**src/rtl/firlt_pkg.sv**
```systemverilog
// Shared types and constants for the loadable-tap FIR filter.
// No dependencies; every other file of the block but firlt_ram imports this package.
`timescale 1ns / 1ps

package firlt_pkg;

   localparam int SAMPLE_W = 16;
   localparam int INDEX_W  = 12;
   localparam int TAPS_W   = 13;
   localparam int PROD_W   = 32;
   localparam int ACC_W    = 48;

   localparam logic KIND_LOAD   = 1'b0;
   localparam logic KIND_SAMPLE = 1'b1;

   typedef enum logic [1:0] {
      ST_IDLE,
      ST_RUN,
      ST_DRAIN,
      ST_FINISH
   } firlt_state_type;

   typedef struct packed {
      logic clear;
      logic step;
   } mac_ctrl_type;

   typedef struct packed {
      logic                       busy;
      logic signed [SAMPLE_W-1:0] filtered;
      logic                       clipped;
   } mac_stat_type;

endpackage

```
**src/rtl/firlt_mac.sv**
```systemverilog
// Multiply-accumulate datapath with Q15 rounding and 16-bit saturation.
// Depends on firlt_pkg for widths and the control and status structs.
`timescale 1ns / 1ps

module firlt_mac (
   input  logic                                 clock,
   input  logic                                 reset,
   input  firlt_pkg::mac_ctrl_type              ctrl,
   input  logic signed [firlt_pkg::SAMPLE_W-1:0] coef,
   input  logic signed [firlt_pkg::SAMPLE_W-1:0] samp,
   output firlt_pkg::mac_stat_type              stat
);
   import firlt_pkg::*;

   logic signed [PROD_W-1:0] prod_ff;
   logic signed [PROD_W-1:0] prod_in;
   logic                     mul_vld_ff;
   logic signed [ACC_W-1:0]  acc_ff;
   logic signed [ACC_W-1:0]  acc_in;
   logic signed [ACC_W-1:0]  biased;
   logic signed [ACC_W-16:0] rounded;

   always_comb begin
      prod_in = coef * samp;
      if (ctrl.clear) begin
         acc_in = '0;
      end else if (mul_vld_ff) begin
         acc_in = acc_ff + {{(ACC_W-PROD_W){prod_ff[PROD_W-1]}}, prod_ff};
      end else begin
         acc_in = acc_ff;
      end
   end

   always_ff @(posedge clock) begin
      if (reset) begin
         mul_vld_ff <= 1'b0;
      end else begin
         mul_vld_ff <= ctrl.step;
      end
      prod_ff <= prod_in;
      acc_ff  <= acc_in;
   end

   // Add half an LSB of the Q15 result, then drop fifteen fraction bits.
   always_comb begin
      biased    = acc_ff + 48'sd16384;
      rounded   = biased[ACC_W-1:15];
      stat.busy = mul_vld_ff;
      if (rounded > 33'sd32767) begin
         stat.filtered = 16'sh7FFF;
         stat.clipped  = 1'b1;
      end else if (rounded < -33'sd32768) begin
         stat.filtered = 16'sh8000;
         stat.clipped  = 1'b1;
      end else begin
         stat.filtered = rounded[SAMPLE_W-1:0];
         stat.clipped  = 1'b0;
      end
   end

endmodule

```
**config.mk**
```make
export PLATFORM = sky130hd
export DESIGN_NAME = firlt_mac
export DESIGN_NICKNAME = d
export VERILOG_FILES = /design/src/rtl/firlt_pkg.sv /design/src/rtl/firlt_mac.sv
export SDC_FILE = /design/constraint.sdc
export NUM_CORES = 1
export LEC_CHECK = 0
export BUFFER_PORTS_ARGS = -buffer_cell sky130_fd_sc_hd__buf_2
export CORE_MARGIN = 1.5
export CORE_UTILIZATION = 35
export DETAILED_ROUTE_END_ITERATION = 8
export GPL_TIMING_DRIVEN = 0
export HOLD_SLACK_MARGIN = 0.1
export PLACE_DENSITY = 0.55
export SYNTH_ARGS = -nofsm -noshare
export SYNTH_HDL_FRONTEND = slang
export SYNTH_SLANG_ARGS = --single-unit
```
**constraint.sdc**
```tcl
create_clock -name clock -period 7.4 [get_ports clock]
set_input_delay 1.11 -clock clock [delete_from_list [all_inputs] [get_ports clock]]
set_output_delay 1.11 -clock clock [all_outputs]
set_load 0.01 [all_outputs]
```
==> flow_summary_export.csv, run 1 <==
group,metric,value,unit
worst_setup_path,crit_slowest_cell,"fa_1",
floorplanning,core,44500,sq um
worst_setup_path,crit_top_cell,"fa_1",
layout,final_cells,2509,
synth,ys_types,77,
worst_setup_path,critPathKind,"primary input to register",
timing,skew,13.5,ps
route,vias,12400,
route,drtAntennaViolNets,0,
layout,n_antenna_cell,0,
floorplanning,num_rows,77,
grt,grt_pass1_wl,69.2,mm
timing,fin_crit_sh,95.9,%
floorplanning,die_y,216,um
placement,gp_routability_congestion,0.894,
run_status,status,"finished, final reports clean",
job,drv_cap,0,
layout,final_area,17300,sq um
cts,cts_buffers,9,
synth,synth_seq_cells,81,
placement,place_area,16900,sq um
route,drt_first_iter_violations,518,
timing,rsz0062_at_grt,"no",
synth,netlist_instances,1856,
worst_setup_path,cp_top_family,"adder cells",
placement,hpwl,35.2,mm
synth,synth_edf_count,0,
timing,max_slew.worst_pin.slew,1210,ps
floorplanning,die-area,46700,sq um
worst_setup_path,timing.rr.start,"prod_ff[0]",
timing,final_hold_viol_count,0,
route,wl,40.4,mm
floorplanning,start_util,35.7,%
route,routedWlPerCell,16.1,um
cts,cts_root_buffer,"clkbuf_16",
route,drc,0,
worst_setup_path,worstPathArrival,7360,ps
worst_setup_path,cp_num_buf_inv,6,
layout,most-common-layout-cells,"inv_1 (352), fa_1 (263), nand2_1 (195)",
floorplanning,die_w,216,um
route,vias_per_cell,4.95,
layout,fin_util,38.8,%
min_path,hold_class,"register to register",
timing,timing.slew.headroom,18.4,%
cts,htreeDepth,3,
min_path,worstHoldPathCells,2,
floorplanning,io_pins,54,
synth,syn_area,15900,sq um
worst_setup_path,start_kind,"primary input",
grt,busiest_layer,"met2",
layout,finalNetCount,2341,
worst_setup_path,r2r_cells,12,
cts,clock_latency,350,ps
synth,ys_seq_area_share,10.2,%
min_path,holdPathEnd,"acc_ff[7]",
grt,grt_use_total,18.4,%
synth,avgSynthCellArea,8.56,sq um
synth,synth_flop_cell,"dfxtp_1",
layout,drive_gt1_share,7.04,%
timing,report.final.slew_viol_count,0,
grt,grt_max_degree,21,
timing,fmaxAchievable,141,MHz
worst_setup_path,worstSetupEndpointType,"register",
placement,dp_cells,2500,
cts,ctsHoldBuffers,0,
synth,async_reset_ff_share,0,%
worst_setup_path,critPathMaxFanout,10,
synth,ys.warnings.count,0,
grt,grt.met1_usage,23.5,%
route,first_pass_iters,5,
min_path,min_from,"acc_ff[7]",
cts,cts.path.max_buffers,2,
cts,cts_tree,"yes",
timing,setup_viol,0,
worst_setup_path,critical_path.max_stage_delay,570,ps
layout,final_common_cell,"inv_1",
worst_setup_path,reg2reg_slack,3500,ps
grt,antenna_found_initial,0,
worst_setup_path,worstPathRequired,7670,ps
timing,fin_crit,7100,ps
grt,gr-usage-met2,32.7,%
grt,met3_usage,1.60,%
grt,grt_pass1_vias,13500,
synth,synth_nets,2285,
worst_setup_path,r2r_end,"acc_ff[40]",
worst_setup_path,worstPathCellList,"buf_2 > clkbuf_2 > and2_1 > fa_1 > inv_1 > fa_1 > fa_1 > fa_1 > inv_1 > fa_1 > inv_1 > fa_1 > inv_1 > ha_1 > nand4_1 > o22ai_1 > nor4_2 > a211oi_2 > o31ai_2 > a21oi_1 > a211o_1 > a21oi_1 > xnor2_1",
cts,cts_sinks,81,
layout,area_growth,8.55,%
placement,numPortBuffers,52,
cts,clkTransAtPathRegs,70,ps
grt,gr-total-overflow,0,
## worst max-delay path by stage
stage	startpoint	endpoint	slack, ps	cells past startpoint
after floorplan	samp[15]	prod_ff[31]	570	21
after global placement	samp[2]	prod_ff[31]	-430	22
after detailed placement	samp[2]	prod_ff[31]	-490	22
after CTS	samp[5]	prod_ff[30]	40	23
after global routing	coef[6]	prod_ff[31]	10	23
final	coef[6]	prod_ff[31]	300	23
## synthesized netlist by cell type, drive strengths merged (7+ instances only)
cell type    n  area share [%]
clkbuf      59             1.4
o22ai        7            0.28
mux2i       25             1.6
a211oi       8            0.38
nand3       36             1.1
o21ai       70             2.3
nand2      197             4.7
a21o        35             1.7
and2       132             5.2
o21bai      10            0.47
ha         130              10
nand4       24             1.1
nor2b       10            0.39
inv        354             8.4
a21oi       86             2.8
xor2        41             2.3
and3        15            0.60
a31oi        9            0.35
o211ai       7            0.33
and4         7            0.42
xnor2       61             3.4
nor2        72             1.8
buf          9            0.46
dfxtp       81              10
nand2b      16            0.63
fa         263              33
o21a        11            0.52
nor3        15            0.50
## registers in the layout (all words and copies together) (netlist names)
register,flops
prod_ff,32
acc_ff,48
mul_vld_ff,1
## worst min-delay path, stage by stage (launching register included)
cell and delay (ps):
dfxtp_1 330, mux2i_1 60, nor2_1 70
## what timing repair did
action,4_1_cts,5_1_grt
endpoints found under the hold margin,0,0
endpoints found under the setup margin,3,5
pin swaps,0,1
gates resized for setup,7,22
buffers inserted,0,7
## layer usage
layer,wire [um],share of wire [%]
met5,0,0
met4,1040,2.6
met3,1160,2.9
met2,19600,49
met1,18600,46
## metrics by stage
stage                     worst slack (ps)  setup TNS (ps)  hold WS [ps]
after floorplan                        571               0           465
after global placement                -435           -1730           477
after detailed placement              -486           -2110           490
after CTS                             42.2               0           505
after global routing                  11.9               0           528
final                                  304               0           501
## cell families after synthesis
logic type,after synthesis,share of synthesized area [%]
simple gates,550,17.7
mux,26,1.65
flops,81,10.2
buf+inv,422,10.2
xor+xnor,102,5.62
compound gates,282,11.3
fa+ha+maj,393,43.4
## area by class of cell
class	instances	area [sq um]
clock inverters	7	85.1
flip-flops and latches	81	1620
plain buffers	54	259
clock buffers	9	225
well taps	592	741
repair buffers	59	313
inverters	354	1340
multi-input cells	1353	12700
fillers	4631	27300
Power of run 1 is left out: the tool's default activity adds up to more than one toggle a clock period on the data nets, which glitch-free logic cannot reach.
==> inputs of run 2 (changes only) <==
--- a/config.mk
+++ b/config.mk
@@ -5,13 +5,15 @@
 export SDC_FILE = /design/constraint.sdc
 export NUM_CORES = 1
 export LEC_CHECK = 0
+export ABC_CLOCK_PERIOD_IN_PS = 7400
 export BUFFER_PORTS_ARGS = -buffer_cell sky130_fd_sc_hd__buf_2
 export CORE_MARGIN = 1.5
-export CORE_UTILIZATION = 35
+export CORE_UTILIZATION = 60
+export CTS_BUF_LIST = sky130_fd_sc_hd__clkbuf_16
 export DETAILED_ROUTE_END_ITERATION = 8
 export GPL_TIMING_DRIVEN = 0
 export HOLD_SLACK_MARGIN = 0.1
-export PLACE_DENSITY = 0.55
+export PLACE_DENSITY = 0.82
 export SYNTH_ARGS = -nofsm -noshare
 export SYNTH_HDL_FRONTEND = slang
 export SYNTH_SLANG_ARGS = --single-unit
==> run 2 against run 1 <==
Compared with the run above:
- final cell count shrank 10%
- maximum frequency up 0.58%
- critical path type unchanged
- clock-buffer cell count did not move
- hold slack worse by 3.8 ps
- wire length fell by 4.8%
- largest cell class unchanged
- sequential share of layout area up 0.17 points
==> flow_summary_export.csv, run 2 (synthesis results as in run 1) <==
group,metric,value,unit
floorplanning,io_pins,54,
floorplanning,core,26100,sq um
layout,finalNetCount,2343,
worst_setup_path,worstPathCellList,"buf_2 > buf_2 > nand2_1 > fa_1 > inv_1 > fa_1 > fa_1 > fa_1 > fa_1 > inv_1 > fa_1 > inv_1 > ha_1 > clkbuf_1 > a211o_1 > o2111ai_2 > a211oi_2 > o31ai_2 > a21oi_2 > a211o_1 > a21oi_1 > xnor2_1",
timing,fmaxAchievable,142,MHz
layout,final_area,16900,sq um
floorplanning,start_util,61.0,%
cts,cts_sinks,81,
timing,fin_ws,345,ps
grt,antenna_found_initial,0,
layout,largestRegisters,"acc_ff x48, prod_ff x32, mul_vld_ff x1",
worst_setup_path,worstPathRequired,7630,ps
cts,cts_buffers,9,
cts,cts_root_buffer,"clkbuf_16",
worst_setup_path,crit_top_cell,"fa_1",
min_path,hold_class,"register to register",
route,routedWlPerCell,17.1,um
layout,final_common_cell,"inv_1",
cts,cts.path.max_buffers,2,
timing,timing.slew.headroom,17.1,%
route,drt_first_iter_violations,1089,
floorplanning,die_y,166,um
route,vias_per_cell,5.70,
grt,grt_pass1_wl,66.3,mm
placement,place_area,16600,sq um
cts,ctsHoldBuffers,0,
timing,fin_crit,7060,ps
timing,fin_crit_sh,95.3,%
placement,numPortBuffers,52,
layout,largest_reg_flops,48,
cts,htreeDepth,3,
job,drv_cap,0,
grt,grt_pass1_vias,13700,
timing,rsz0062_at_grt,"no",
timing,skew,8.50,ps
placement,dp_cells,2243,
worst_setup_path,worstSetupEndpointType,"register",
route,first_pass_iters,7,
route,wl,38.5,mm
timing,report.final.slew_viol_count,0,
layout,drive_gt1_share,7.24,%
route,drc,0,
grt,grt_max_degree,21,
layout,most-common-layout-cells,"inv_1 (352), fa_1 (263), nand2_1 (195)",
worst_setup_path,worstPathArrival,7280,ps
timing,max_slew.worst_pin.slew,1230,ps
grt,grt_use_total,30.0,%
route,vias,12800,
placement,hpwl,32.4,mm
worst_setup_path,critPathKind,"primary input to register",
timing,hold_slack,498,ps
cts,clock_latency,340,ps
cts,cts_tree,"yes",
worst_setup_path,crit_slowest_cell,"fa_1",
worst_setup_path,critical_path.max_stage_delay,550,ps
floorplanning,die-area,27500,sq um
layout,regMostFlops,"acc_ff",
timing,final_hold_viol_count,0,
placement,dp_slack,-462,ps
worst_setup_path,start_kind,"primary input",
grt,gr-total-overflow,0,
worst_setup_path,critPathMaxFanout,10,
route,drtAntennaViolNets,0,
layout,fillers,2143,
layout,n_antenna_cell,0,
run_status,status,"finished, final reports clean",
layout,final_cells,2254,
cts,clkTransAtPathRegs,70,ps
timing,setup_viol,0,
layout,area_growth,6.63,%
floorplanning,num_rows,59,
floorplanning,die_w,166,um
placement,gp_routability_congestion,0.975,
-- run 2: path summary, 6_finish.rpt --
kind	depth (start not counted)	from	slack (ps)	end
worst max register to register	12	acc_ff[0]	3450	acc_ff[40]
worst max-delay path	22	samp[8]	340	prod_ff[31]
worst min-delay path	2	acc_ff[0]	500	acc_ff[0]
worst min register to register	2	acc_ff[0]	500	acc_ff[0]
-- run 2: metrics by stage --
step	utilization, %	setup TNS, ps
final	65.0	0
after global routing	65.0	0
after CTS	64.8	0
after detailed placement	63.6	-1730
after global placement	63.6	-1320
after floorplan	-	0
-- run 2: per-layer routing --
| layer | vias up | global-route usage (%) | share of wire (%) |
|---|---|---|---|
| met2 | 417 | 50.8 | 48 |
| met3 | 115 | 6.36 | 7.1 |
| met5 | - | 0 | 0 |
| met1 | 6298 | 37.7 | 41 |
| met4 | 0 | 11.4 | 3.8 |
| li1 | 6011 | - | - |
-- run 2: area by class of cell --
type	instances	area, sq um	share of cell area [%]
flip-flops and latches	81	1620	9.57
multi-input cells	1353	12700	75.0
plain buffers	58	277	1.63
clock inverters	7	61.3	0.362
inverters	354	1340	7.88
well taps	335	419	2.47
repair buffers	57	298	1.76
clock buffers	9	225	1.33
-- run 2: worst max-delay path: cells and delay by family --
family,cells,cell delay (ps)
AND/OR/NAND/NOR,1,120
XOR/XNOR,1,200
buffers and inverters,6,900
AO/OA/AOI/OAI,7,1570
adder cells (fa/ha/maj),7,3380
-- run 2: repair_timing --
| action | CTS | global route |
|---|---|---|
| pin swaps | 0 | 3 |
| setup buffers | 1 | 4 |
| setup endpoints to repair | 2 | 7 |
| endpoints found under the hold margin | 0 | 0 |
| gates resized for setup | 4 | 42 |
Power of run 2 is left out for the same reason.
==> inputs of run 3 (changes only) <==
--- a/config.mk
+++ b/config.mk
@@ -6,14 +6,15 @@
 export NUM_CORES = 1
 export LEC_CHECK = 0
 export ABC_CLOCK_PERIOD_IN_PS = 7400
-export BUFFER_PORTS_ARGS = -buffer_cell sky130_fd_sc_hd__buf_2
+export CORE_ASPECT_RATIO = 0.9
 export CORE_MARGIN = 1.5
 export CORE_UTILIZATION = 60
 export CTS_BUF_LIST = sky130_fd_sc_hd__clkbuf_16
 export DETAILED_ROUTE_END_ITERATION = 8
+export DONT_BUFFER_PORTS = 1
 export GPL_TIMING_DRIVEN = 0
 export HOLD_SLACK_MARGIN = 0.1
-export PLACE_DENSITY = 0.82
+export PLACE_DENSITY = 0.81
 export SYNTH_ARGS = -nofsm -noshare
 export SYNTH_HDL_FRONTEND = slang
 export SYNTH_SLANG_ARGS = --single-unit
==> run 3 against run 2 <==
Compared with the run above:
- register-to-register slack improved by 100 ps
- core utilization decreased by 0.94 points
- via count increased by 0.10%
- setup slack got worse by 110 ps
- largest cell class unchanged
==> flow_summary_export.csv, run 3 (synthesis results as in run 1) <==
group,metric,value,unit
layout,finalNetCount,2297,
route,wl_met1,16.6,mm
route,drc,0,
worst_setup_path,crit_slowest_cell,"fa_1",
route,met2WireLength,18.3,mm
grt,grt_pass1_wl,66.4,mm
route,first_pass_iters,6,
worst_setup_path,worstPathArrival,7440,ps
timing,setup_viol,0,
placement,place_area,16300,sq um
timing,fmaxAchievable,140,MHz
worst_setup_path,start_kind,"primary input",
layout,largestRegisters,"acc_ff x48, prod_ff x32, mul_vld_ff x1",
timing,rsz0062_at_grt,"yes",
worst_setup_path,critPathMaxFanout,10,
layout,multiInputGateArea,12700,sq um
route,routedWlPerCell,17.8,um
timing,max_slew.worst_pin.slew,1140,ps
worst_setup_path,reg2reg_slack,3550,ps
timing,report.final.slew_viol_count,0,
cts,htreeDepth,3,
cts,cts.path.max_buffers,2,
min_path,hold_class,"register to register",
floorplanning,core,26100,sq um
grt,antenna_found_initial,1,
cts,clock_latency,350,ps
layout,fillers,2199,
cts,ctsHoldBuffers,0,
timing,skew,9.39,ps
run_status,status,"finished, final reports clean",
cts,cts_buffers,9,
worst_setup_path,worstPathCellList,"clkbuf_1 > and2_1 > fa_1 > inv_1 > fa_1 > fa_1 > fa_1 > inv_1 > fa_1 > inv_1 > fa_1 > inv_1 > ha_1 > nand4_1 > o22ai_1 > nor4_2 > a211oi_2 > o31ai_1 > a21oi_1 > a211o_1 > a21oi_1 > xnor2_1",
floorplanning,die_y,157,um
timing,fin_crit,7160,ps
route,drtAntennaViolNets,0,
grt,gr-total-overflow,0,
floorplanning,io_pins,54,
worst_setup_path,worstSetupEndpointType,"register",
worst_setup_path,critPathKind,"primary input to register",
layout,drive_gt1_share,3.68,%
floorplanning,start_util,61.0,%
grt,grt_use_total,30.9,%
route,wl,39.5,mm
cts,cts_root_buffer,"clkbuf_16",
floorplanning,num_rows,56,
layout,largest_reg_flops,48,
floorplanning,die_w,175,um
layout,regArea,1620,sq um
min_path,worstHoldPathCells,2,
timing,timing.slew.headroom,23.1,%
placement,numPortBuffers,0,
layout,area_growth,5.12,%
route,wl_met3,3.23,mm
job,drv_cap,0,
timing,final_hold_viol_count,0,
placement,gp_routability_congestion,0.967,
floorplanning,die-area,27500,sq um
route,top_layer,"met4",
cts,cts_sinks,81,
grt,grt_pass1_vias,13400,
worst_setup_path,critical_path.max_stage_delay,590,ps
route,vias_per_cell,5.78,
worst_setup_path,worstPathRequired,7680,ps
cts,cts_tree,"yes",
layout,final_area,16700,sq um
route,vias,12900,
cts,clkTransAtPathRegs,70,ps
timing,setup_tns,0,ps
layout,regMostFlops,"acc_ff",
placement,hpwl,32.9,mm
route,drt_first_iter_violations,812,
worst_setup_path,crit_top_cell,"fa_1",
layout,most-common-layout-cells,"inv_1 (353), fa_1 (263), nand2_1 (195)",
layout,final_common_cell,"inv_1",
worst_setup_path,r2r_cells,12,
timing,fin_crit_sh,96.8,%
grt,grt_max_degree,21,
[run 3: cell types whose count changed in the layout (fill, tap and decap cells not counted), sizes merged]
cell | previous run | this run
buf | 68 | 11
clkbuf | 56 | 67
inv | 356 | 357
diode | 0 | 2
clkinvlp | 4 | 1
bufinv | 0 | 2
[run 3: timing repair]
action	4_1_cts	5_1_grt
resized for setup	0	18
buffers inserted	0	2
setup endpoints to repair	0	4
hold endpoints to repair	0	0
[run 3: critical path: cells and delay by family]
kind            cells  cell delay, ps
buf+inv             5             490
compound gates      6            1300
xor+xnor            1             130
fa+ha+maj           7            3520
simple gates        3             850
[run 3: stage by stage]
step / setup slack (ps) / utilization [%] / instances / hold WS (ps)
2_1_floorplan: 571 / - / 1856 / 465
3_3_place_gp: -171 / 62.6 / 2204 / 478
3_5_place_dp: -285 / 62.6 / 2204 / 490
4_1_cts: 64.4 / 63.9 / 2220 / 502
5_1_grt: -3.39 / 64.1 / 2222 / 527
6_report: 239 / 64.1 / 2223 / 498
[run 3: layout make-up]
type                       count  area share [%]
multi-input combinational   1353            75.8
sequential                    81            9.71
inverter                     354            7.98
tap                          348            2.61
buffer                        67            1.79
clock buffer                   9            1.35
clock inverter                 7           0.637
timing repair buffer           2          0.0899
antenna                        2          0.0300
[run 3: routing by layer]
| metal | track usage (%) | vias up |
|---|---|---|
| met5 | 0 | - |
| met2 | 51.0 | 492 |
| met1 | 40.1 | 6334 |
| met3 | 6.50 | 110 |
| li1 | - | 5918 |
| met4 | 11.6 | 0 |
[run 3: final timing paths]
| check | endpoint | from |
|---|---|---|
| max | prod_ff[31] | samp[5] |
| min | acc_ff[8] | acc_ff[8] |
| max reg2reg | acc_ff[40] | acc_ff[0] |
| min reg2reg | acc_ff[8] | acc_ff[8] |
Power of run 3 is left out for the same reason.
